==> src/design/checksummed_frame_receiver_assert.svh <==
// assertion macros for the checksummed frame receiver
`ifndef CHECKSUMMED_FRAME_RECEIVER_ASSERT_SVH
`define CHECKSUMMED_FRAME_RECEIVER_ASSERT_SVH

`ifndef NO_ASSERTIONS
// same-cycle implication, checked outside reset
`define CFR_ASSERT_IMP(label, clk_s, rst_s, ante, cons) \
  label: assert property (@(posedge clk_s) disable iff (rst_s) (ante) |-> (cons)) \
    else $error("checksummed_frame_receiver: assertion failed");
// next-cycle implication, checked outside reset
`define CFR_ASSERT_NXT(label, clk_s, rst_s, ante, cons) \
  label: assert property (@(posedge clk_s) disable iff (rst_s) (ante) |=> (cons)) \
    else $error("checksummed_frame_receiver: assertion failed");
`else
`define CFR_ASSERT_IMP(label, clk_s, rst_s, ante, cons)
`define CFR_ASSERT_NXT(label, clk_s, rst_s, ante, cons)
`endif

`endif

==> src/design/cfr_pkg.sv <==
package cfr_pkg;

  localparam int BYTE_W = 8;
  localparam int LEN_W  = 6;
  localparam int POS_W  = 5;

  // configuration register indexes
  localparam logic [1:0] REG_START_MARKER = 2'd0;
  localparam logic [1:0] REG_END_MARKER   = 2'd1;
  localparam logic [1:0] REG_LENGTH_LIMIT = 2'd2;

  localparam logic [7:0] START_MARKER_RST = 8'd170;
  localparam logic [7:0] END_MARKER_RST   = 8'd85;
  localparam logic [5:0] LENGTH_LIMIT_RST = 6'd32;

  typedef enum logic [1:0] {
    ST_OK      = 2'd0,
    ST_LEN_ERR = 2'd1,
    ST_SUM_ERR = 2'd2,
    ST_END_ERR = 2'd3
  } status_t;

  typedef enum logic [2:0] {
    PH_WAIT_START = 3'd0,
    PH_ID         = 3'd1,
    PH_LENGTH     = 3'd2,
    PH_PAYLOAD    = 3'd3,
    PH_CHECK      = 3'd4,
    PH_END        = 3'd5,
    PH_READ       = 3'd6,
    PH_READ_WAIT  = 3'd7
  } phase_t;

endpackage

==> src/design/checksummed_frame_receiver.sv <==
// checksummed frame receiver: start, id, length, payload, checksum, end
// result timing: a failed or empty frame gives its registered result in the cycle after the closing byte transfer
// throughput: 1 received byte per cycle while a frame is taken in and the output register is free
// payload readout: per result, a memory read, then an output load once the output register is free
// reset: rst is synchronous, active high; phase, frame state, output valid and config registers return to defaults
`include "checksummed_frame_receiver_assert.svh"

module checksummed_frame_receiver
  import cfr_pkg::*;
#(
  parameter int MAX_PAYLOAD = 32
) (
  input  logic        clk,
  input  logic        rst,
  // configuration write port
  input  logic        cfg_we,
  input  logic [1:0]  cfg_index,
  input  logic [7:0]  cfg_data,
  // received bytes
  input  logic        s_tvalid,
  output logic        s_tready,
  input  logic [7:0]  s_tdata,   // [7:0] rx_byte
  // frame results
  output logic        m_tvalid,
  input  logic        m_tready,
  output logic [31:0] m_tdata,   // [1:0] status, [9:2] frame_tag, [15:10] frame_length,
                                 // [23:16] data_byte, [28:24] data_position, [31:29] zero
  output logic        m_tuser,   // [0] has_data
  output logic        m_tlast    // last
);

  // payload store address width, at least one bit
  localparam int AW = (MAX_PAYLOAD > 1) ? $clog2(MAX_PAYLOAD) : 1;
  localparam logic [LEN_W:0] MAX_LIMIT = (LEN_W + 1)'(MAX_PAYLOAD);

  // configuration registers
  logic [7:0]       start_marker;
  logic [7:0]       end_marker;
  logic [LEN_W-1:0] length_limit;

  // frame state
  phase_t           phase, phase_next;
  logic [7:0]       running_sum, running_sum_next;
  logic [7:0]       held_tag, held_tag_next;
  logic [LEN_W-1:0] held_length, held_length_next;
  logic [LEN_W-1:0] write_position, write_position_next;
  logic [LEN_W-1:0] rd_pos, rd_pos_next;

  // payload store, one write and one registered read port
  logic [7:0]       payload_mem [MAX_PAYLOAD];
  logic [7:0]       rd_data;
  logic             mem_we;
  logic             mem_re;

  // output register
  logic             out_valid;
  status_t          o_status;
  logic [7:0]       o_tag;
  logic [LEN_W-1:0] o_len;
  logic             o_has;
  logic [7:0]       o_data;
  logic [POS_W-1:0] o_pos;
  logic             o_last;

  // result load from this cycle's work
  logic             ld;
  status_t          ld_status;
  logic [LEN_W-1:0] ld_len;
  logic             ld_has;
  logic             ld_last;

  logic             out_free;
  logic             in_xfer;
  logic             rx_phase;
  logic [LEN_W:0]   limit;
  logic             len_bad;
  logic [LEN_W-1:0] wp_inc;
  logic             rd_last;

  // output register is free when empty or being drained this cycle
  assign out_free = !out_valid || m_tready;
  // bytes are taken only outside the payload readout
  assign rx_phase = (phase != PH_READ) && (phase != PH_READ_WAIT);
  assign s_tready = rx_phase && out_free;
  assign in_xfer  = s_tvalid && s_tready;

  // effective length limit, saturated to the store depth
  assign limit   = ({1'b0, length_limit} > MAX_LIMIT) ? MAX_LIMIT : {1'b0, length_limit};
  assign len_bad = s_tdata > {1'b0, limit};
  assign wp_inc  = write_position + LEN_W'(1);
  assign rd_last = (rd_pos + LEN_W'(1)) == held_length;

  // configuration writes
  always_ff @(posedge clk) begin
    if (rst) begin
      start_marker <= START_MARKER_RST;
      end_marker   <= END_MARKER_RST;
      length_limit <= LENGTH_LIMIT_RST;
    end else if (cfg_we) begin
      unique case (cfg_index)
        REG_START_MARKER: start_marker <= cfg_data;
        REG_END_MARKER:   end_marker   <= cfg_data;
        REG_LENGTH_LIMIT: length_limit <= cfg_data[LEN_W-1:0];
        default: ;  // index beyond the list, write dropped
      endcase
    end
  end

  // next phase
  always_comb begin
    phase_next = phase;
    unique case (phase)
      PH_WAIT_START: if (in_xfer && s_tdata == start_marker) phase_next = PH_ID;
      PH_ID:         if (in_xfer) phase_next = PH_LENGTH;
      PH_LENGTH: begin
        if (in_xfer) begin
          if (len_bad)              phase_next = PH_WAIT_START;
          else if (s_tdata == 8'd0) phase_next = PH_CHECK;
          else                      phase_next = PH_PAYLOAD;
        end
      end
      PH_PAYLOAD:    if (in_xfer && wp_inc >= held_length) phase_next = PH_CHECK;
      PH_CHECK: begin
        if (in_xfer) phase_next = (s_tdata != running_sum) ? PH_WAIT_START : PH_END;
      end
      PH_END: begin
        if (in_xfer) begin
          if (s_tdata != end_marker || held_length == '0) phase_next = PH_WAIT_START;
          else                                              phase_next = PH_READ;
        end
      end
      PH_READ:       phase_next = PH_READ_WAIT;
      PH_READ_WAIT:  if (out_free) phase_next = rd_last ? PH_WAIT_START : PH_READ;
      default:       phase_next = PH_WAIT_START;
    endcase
  end

  // datapath and result generation
  always_comb begin
    running_sum_next    = running_sum;
    held_tag_next       = held_tag;
    held_length_next    = held_length;
    write_position_next = write_position;
    rd_pos_next         = rd_pos;
    mem_we              = 1'b0;
    mem_re              = 1'b0;
    ld                  = 1'b0;
    ld_status           = ST_OK;
    ld_len              = held_length;
    ld_has              = 1'b0;
    ld_last             = 1'b1;
    unique case (phase)
      PH_WAIT_START: begin
        if (in_xfer && s_tdata == start_marker) begin
          running_sum_next    = '0;
          held_tag_next       = '0;
          held_length_next    = '0;
          write_position_next = '0;
        end
      end
      PH_ID: begin
        if (in_xfer) begin
          held_tag_next    = s_tdata;
          running_sum_next = s_tdata;
        end
      end
      PH_LENGTH: begin
        if (in_xfer) begin
          if (len_bad) begin
            ld        = 1'b1;
            ld_status = ST_LEN_ERR;
            ld_len    = '0;
          end else begin
            held_length_next = s_tdata[LEN_W-1:0];
            running_sum_next = running_sum + s_tdata;
          end
        end
      end
      PH_PAYLOAD: begin
        if (in_xfer) begin
          mem_we              = 1'b1;
          write_position_next = wp_inc;
          running_sum_next    = running_sum + s_tdata;
        end
      end
      PH_CHECK: begin
        if (in_xfer && s_tdata != running_sum) begin
          ld        = 1'b1;
          ld_status = ST_SUM_ERR;
        end
      end
      PH_END: begin
        if (in_xfer) begin
          rd_pos_next = '0;
          if (s_tdata != end_marker) begin
            ld        = 1'b1;
            ld_status = ST_END_ERR;
          end else if (held_length == '0) begin
            ld = 1'b1;
          end
        end
      end
      PH_READ: mem_re = 1'b1;
      PH_READ_WAIT: begin
        if (out_free) begin
          ld          = 1'b1;
          ld_has      = 1'b1;
          ld_last     = rd_last;
          rd_pos_next = rd_pos + LEN_W'(1);
        end
      end
      default: ;
    endcase
  end

  always_ff @(posedge clk) begin
    if (rst) begin
      phase          <= PH_WAIT_START;
      running_sum    <= '0;
      held_tag       <= '0;
      held_length    <= '0;
      write_position <= '0;
      rd_pos         <= '0;
      out_valid      <= 1'b0;
    end else begin
      phase          <= phase_next;
      running_sum    <= running_sum_next;
      held_tag       <= held_tag_next;
      held_length    <= held_length_next;
      write_position <= write_position_next;
      rd_pos         <= rd_pos_next;
      if (ld)            out_valid <= 1'b1;
      else if (m_tready) out_valid <= 1'b0;
    end
  end

  // result payload, no reset needed
  always_ff @(posedge clk) begin
    if (ld) begin
      o_status <= ld_status;
      o_tag    <= held_tag;
      o_len    <= ld_len;
      o_has    <= ld_has;
      o_data   <= ld_has ? rd_data : 8'd0;
      o_pos    <= ld_has ? rd_pos[POS_W-1:0] : '0;
      o_last   <= ld_last;
    end
  end

  // payload store: written while the payload streams in, read back after the end byte
  always_ff @(posedge clk) begin
    if (mem_we) payload_mem[write_position[AW-1:0]] <= s_tdata;
    if (mem_re) rd_data <= payload_mem[rd_pos[AW-1:0]];
  end

  assign m_tvalid = out_valid;
  assign m_tdata  = {3'b000, o_pos, o_data, o_len, o_tag, o_status};
  assign m_tuser  = o_has;
  assign m_tlast  = o_last;

  // no input transfer during readout
  `CFR_ASSERT_IMP(a_no_rx_in_readout, clk, rst, !rx_phase, !s_tready)
  // a store read is always followed by its data cycle
  `CFR_ASSERT_NXT(a_read_then_wait, clk, rst, phase == PH_READ, phase == PH_READ_WAIT)
  // payload writes stay inside the announced length
  `CFR_ASSERT_IMP(a_wp_in_frame, clk, rst, phase == PH_PAYLOAD, write_position < held_length)
  // readout position stays inside the frame
  `CFR_ASSERT_IMP(a_rd_in_frame, clk, rst, phase == PH_READ_WAIT, rd_pos < held_length)

endmodule
==> config.mk <==
export PLATFORM = sky130hd
export DESIGN_NAME = checksummed_frame_receiver
export DESIGN_NICKNAME = d
export VERILOG_FILES = /design/src/design/cfr_pkg.sv /design/src/design/checksummed_frame_receiver.sv
export VERILOG_INCLUDE_DIRS = /design/src /design/src/design
export SDC_FILE = /design/constraint.sdc
export NUM_CORES = 1
export LEC_CHECK = 0
export BUFFER_PORTS_ARGS = -buffer_cell sky130_fd_sc_hd__buf_2
export CAP_MARGIN = 0
export CORE_AREA = 3 3 178 180
export DETAILED_ROUTE_END_ITERATION = 8
export DIE_AREA = 0 0 181 183
export GPL_TIMING_DRIVEN = 0
export PLACE_DENSITY_LB_ADDON = 0.05
export SLEW_MARGIN = 25
export SYNTH_ARGS = -nofsm -noshare
export SYNTH_HDL_FRONTEND = slang
export SYNTH_SLANG_ARGS = --single-unit
==> constraint.sdc <==
create_clock -name clk -period 3 [get_ports clk]
set_clock_uncertainty 0.2 [all_clocks]
set_input_delay 0.75 -clock clk [delete_from_list [all_inputs] [get_ports clk]]
set_output_delay 0.75 -clock clk [all_outputs]
set_load 0.01 [all_outputs]
## Word level (Yosys, flattened, before mapping)

Memory sizes are Yosys's and may differ from the RTL's. A register that Yosys moved wholly into a read port is not among the register bits.
Cells that the tools add are included.

- Memories: 1
- Bits in writable memories: 256
- Register bits: 91
- Logic and storage cells: 132

- Add/sub/neg operators: 3
- Reductions and logical operators: 29
- Mux-type cells: 55
- Equal/unequal tests: 24
- Order comparisons: 3

Memories:

| memory | words | width | read ports | clocked after memory_dff | write ports | line | text |
|---|---|---|---|---|---|---|---|
| payload_mem | 32 | 8 | 1 | 1 | 1 | checksummed_frame_receiver.sv:50 | `logic [7:0] payload_mem [MAX_PAYLOAD];` |

Operator list:

| cell | number |
|---|---|
| $mux W6 | 10 |
| $mux W8 | 5 |
| $mux W3 | 12 |
| $pmux W6 S2 | 3 |
| $pmux W8 S4 | 1 |
| $pmux W3 S8 | 1 |
| $ne A2 B2 Y1 const B | 9 |
| $mux W1 | 17 |
| $ne A8 B8 Y1 | 2 |
| $pmux W8 S2 | 1 |
| $add A6 B1 Y6 const B | 2 |
| $eq A3 B3 Y1 const B | 4 |
| $reduce_bool A2 Y1 | 5 |
| $reduce_and A3 Y1 | 3 |
| $add A8 B8 Y8 | 1 |
| $eq A8 B8 Y1 | 1 |
| $gt A8 B6 Y1 | 1 |
| $logic_not A8 Y1 | 1 |
| $reduce_and A2 Y1 | 4 |
| $reduce_and A7 Y1 | 1 |
| $eq A3 B2 Y1 const B | 2 |
| $eq A6 B6 Y1 | 1 |
| $ge A6 B6 Y1 | 1 |
| $gt A6 B6 Y1 const B | 1 |
| 16 further kinds | 25 |

## Logic depth before layout (Yosys ltp)

- Depth after elaboration: 8
- Gate-level depth with buffers: 10
- Gate-level depth less buffers: 9

## Worst setup path before layout

Ideal clock, no wire load.

- Path kind: input-to-reg
- Start: in s_tdata[5]
- End: reg o_last (netlist: m_tlast) (enable)
- Stages: 6
- Path slack: -0.266 ns
- Arrival time: 2.595 ns
- Path buffers: 0
- Required time: 2.329 ns
- Path through: ha_1 -> a2111oi_2 -> o211ai_1 -> and3b_1 -> o21ai_0 -> nand2_1

- Longest elaborated chain between the ends: 4

Ends and longest elaborated chain:

| item | line | text |
|---|---|---|
| from (decl) | checksummed_frame_receiver.sv:22 | `input logic [7:0] s_tdata,` |
| $gt A8 B6 Y1, or another cell as far along | checksummed_frame_receiver.sv:89 | `assign len_bad = s_tdata > {1'b0, limit};` |
| $mux W1, or another cell as far along | checksummed_frame_receiver.sv:169 | `if (len_bad) begin` |
| $mux W1 (on tied branches) | checksummed_frame_receiver.sv:168, checksummed_frame_receiver.sv:187, checksummed_frame_receiver.sv:193 |  |
| $pmux W1 S4 (*) | checksummed_frame_receiver.sv:152 | `unique case (phase)` |
| via ld | checksummed_frame_receiver.sv:66 | `logic ld;` |
| to (signal assigned) | checksummed_frame_receiver.sv:246 | `o_last <= ld_last;` |
| to (decl) | checksummed_frame_receiver.sv:63 | `logic o_last;` |

The timed path passes the listed nets; every way through them passes the cells marked *.
A chain may end at the register's enable or synchronous reset.

==> run metrics <==
commonest non-fill, non-tap cell in the layout=edfxtp_1; Max Used Layer=met4; period utilisation layout=a little under 100%; Adder-Cell Fraction of Synth Area=2.13%; status=finished, final reports clean; Unique masters post-synth=60; Post-Syn Area=roughly 0.015 mm^2; CP most frequent cell=mux4_2; final wirelength=around 35 mm; ys async rst share=0%; WL met1=approximately 17 mm; Worst R2R Path Depth=6; Hold Path End=o_tag[5]; critical path's slowest cell=mux4_2; CTS hold repair buffers=0; FF+latch count, synth=between 300 and 400; mux cell area share after synthesis=14.5%; layout net count=~1100; Routed WL per cell=approximately 24 um; CP Launch Type=register; RR Endpoint=rd_data[3]; cell at the root of the clock tree=clkbuf_16; share of cells above drive strength 1=25.0%; largest family of logic cells by synthesized area=multiplexers; LEAKAGE=approximately 5.7 nW; Max Clk Rate=around 0.34 GHz; Num CTS Buffers=38; cell count of the worst hold path=0; nature of the critical path endpoint=register; vias in the first global route=~8300; number of antenna-violating nets in the routed design=0; DP HPWL=approximately 23 mm; final core utilization=between 50% and 60%; ys flop type=edfxtp_1; DIE WIDTH=181 um; largest net degree at the start of global routing=a little over 40; # diodes=0; most frequent cells in the layout=edfxtp_1 (295), mux4_2 (80), nor2_1 (66); fillers=2430; # rows=64; Gate Count Post-Synth=~940; min cycle time layout=approximately 3 ns; EDFF count, synth=between 200 and 300; GRT Residual Overflow=0; register area share after synthesis=between 60% and 70%; first-pass GRT wire length=around 53 mm; DIE AREA=around 0.033 mm^2; IO Pins=59; Fin Setup TNS=0 ns; initial antenna violation count=2; final setup vio count=0; CTS Buffer Depth=3; vias per cell=around 5.8; max-slew violation count=0; crit path kind=reg -> reg; Worst EP required=slightly above 3 ns; die height=about 180 um; gpl congestion=roughly 0.84; Worst-Skew Late Latency=0.53 ns; vias=8520; Worst Path Buf+Inv=3; Arr. time, crit path=approximately 3.0 ns; Core Footprint=0.0303 mm^2; P per Cell Area=around 620 mW/mm^2; DR WL met2=between 15 and 20 mm; drt drc=0; violation count after the first detailed-routing iteration=705; clock sinks=around 360; Hold Vio Cnt, Final=0; CTS tree=yes; Max-slew headroom=a little under half; clk slew on worst S/H paths=about 0.06 ns; Area Growth Syn to Fin=15.5%; GRT Util Overall=approximately 22%; Slew @ Worst Pin=just over 0.8 ns; IO Port Bufs=55; HP Start=held_tag[5]; DR WL met3=between 2 and 2.5 mm; crit-path leading delay family=multiplexers; max incr delay on CP=0.55 ns; Mean Syn Cell Area=roughly 16 um^2; RSZ-0062 raised after global routing=no; post-synthesis xor/xnor area fraction=1.69%; # H-tree levels=2; Max Cap Violations=0; initial core utilization=between 40% and 50%; Compound-Gate Fraction of Synth Area=4.72%; Pre-Repair DR Iteration Count=7; Reg2Reg Launch Point=rd_pos[1]; setup slack, reg-to-reg=around 0.07 ns; Ys Warns=0; crit path max fanout=10; area share of and/or/nand/nor cells after synthesis=roughly 8%; Hold Path Class=reg -> reg; Worst IR Drop VDD=approximately 0.44 mV; CP Cell Sequence=clkbuf_1 > clkbuf_4 > buf_4 > mux4_2 > mux4_2 > mux2_2
-- metrics by stage --
step / total power, mW / instance area (um^2) / setup WS [ns] / hold slack, ns / instances
floorplan: 6.05 / 15000 / 0.0612 / 0.209 / 938
global placement: 6.35 / 15800 / -1.12 / 0.221 / 1389
detailed placement: 6.36 / 15800 / -1.13 / 0.218 / 1389
CTS: 10.9 / 17100 / -0.197 / 0.234 / 1459
global route: 11.2 / 17300 / 0.00451 / 0.258 / 1460
finish: 10.8 / 17300 / 0.0696 / 0.233 / 1460
-- sequential cells by signal, indices dropped and copies added, names as in the netlist, 8 cells and up --
name and count:
rd_data 8, o_tag 8, o_data 8, start_marker 8, payload_mem 256, running_sum 8
end_marker 8, held_tag 8
-- kinds of logic (layout without fill, tap and decap cells) --
family,count (synthesis),in the layout
muxes,115,115
other,1,3
AOI/OAI and AO/OA,99,99
adders and majority gates,25,25
DFF,355,355
and+or+nand+nor,239,240
xor gates and xnor gates,29,29
buffers and inverters,73,198
-- where the power goes --
| part | internal, mW | total (mW) | switching (mW) |
|---|---|---|---|
| Sequential | 5.42 | 5.45 | 0.0308 |
| Clock | 2.71 | 4.53 | 1.82 |
| Combinational | 0.258 | 0.832 | 0.573 |
| Total | 8.39 | 10.8 | 2.42 |
-- layout make-up --
cell class                      count  area (um^2)  share of cell area, %
Multi-Input combinational cell    511         4900                   28.3
Clock inverter                     18          160                  0.924
Buffer                             51          246                   1.42
Clock buffer                       51         1050                   6.07
Sequential cell                   355        10100                   58.1
Timing Repair Buffer               57          334                   1.93
Inverter                           21         78.8                  0.455
Tap cell                          396          495                   2.86
-- cell usage after synthesis (all sizes together), types with 3 or more instances --
cell type | instances | area (um^2)
edfxtp | 295 | 8860
nor2 | 99 | 372
mux4 | 80 | 1800
dfxtp | 60 | 1200
clkbuf | 30 | 113
nand2 | 28 | 105
a21oi | 26 | 145
ha | 24 | 300
nor2b | 24 | 150
buf | 22 | 128
inv | 21 | 78.8
and3 | 18 | 113
mux2i | 18 | 180
mux2 | 17 | 191
xnor2 | 17 | 149
o21ai | 14 | 70.1
nand3 | 13 | 65.1
nor3 | 12 | 60.1
xor2 | 12 | 105
a22oi | 11 | 82.6
nand4 | 11 | 68.8
nand2b | 9 | 56.3
a211o | 8 | 70.1
a211oi | 5 | 37.5
nand3b | 5 | 37.5
o31ai | 5 | 37.5
or3 | 5 | 31.3
a21o | 4 | 30.0
a32oi | 4 | 35.0
nor4 | 4 | 25.0
a31oi | 3 | 18.8
nor3b | 3 | 22.5
-- metal layers --
| metal | GRT usage (%) | up-vias |
|---|---|---|
| met3 | 4.64 | 53 |
| li1 | - | 3862 |
| met2 | 31.9 | 274 |
| met5 | 0 | - |
| met1 | 33.1 | 4331 |
| met4 | 4.97 | 0 |
-- worst max path at each step --
stage               start            endpoint  slack [ns]  depth (start not counted)
2_1_floorplan  s_tdata[5]             m_tlast        0.06                          6
3_3_place_gp   s_tdata[2]           o_data[5]       -1.12                          8
3_5_place_dp   s_tdata[2]           o_data[3]       -1.13                          8
4_1_cts          phase[2]  payload_mem[21][4]       -0.20                          6
5_1_grt        s_tdata[2]            o_pos[1]       0.005                          9
6_report        rd_pos[1]          rd_data[3]        0.07                          6
-- timing repair --
item                                    in CTS  in global routing
setup buffers                                0                  2
pin swaps                                    1                  2
gates resized for setup                     24                 69
cloned                                       1                  0
endpoints found under the setup margin     330                310
(Power assumes the default switching activity.)
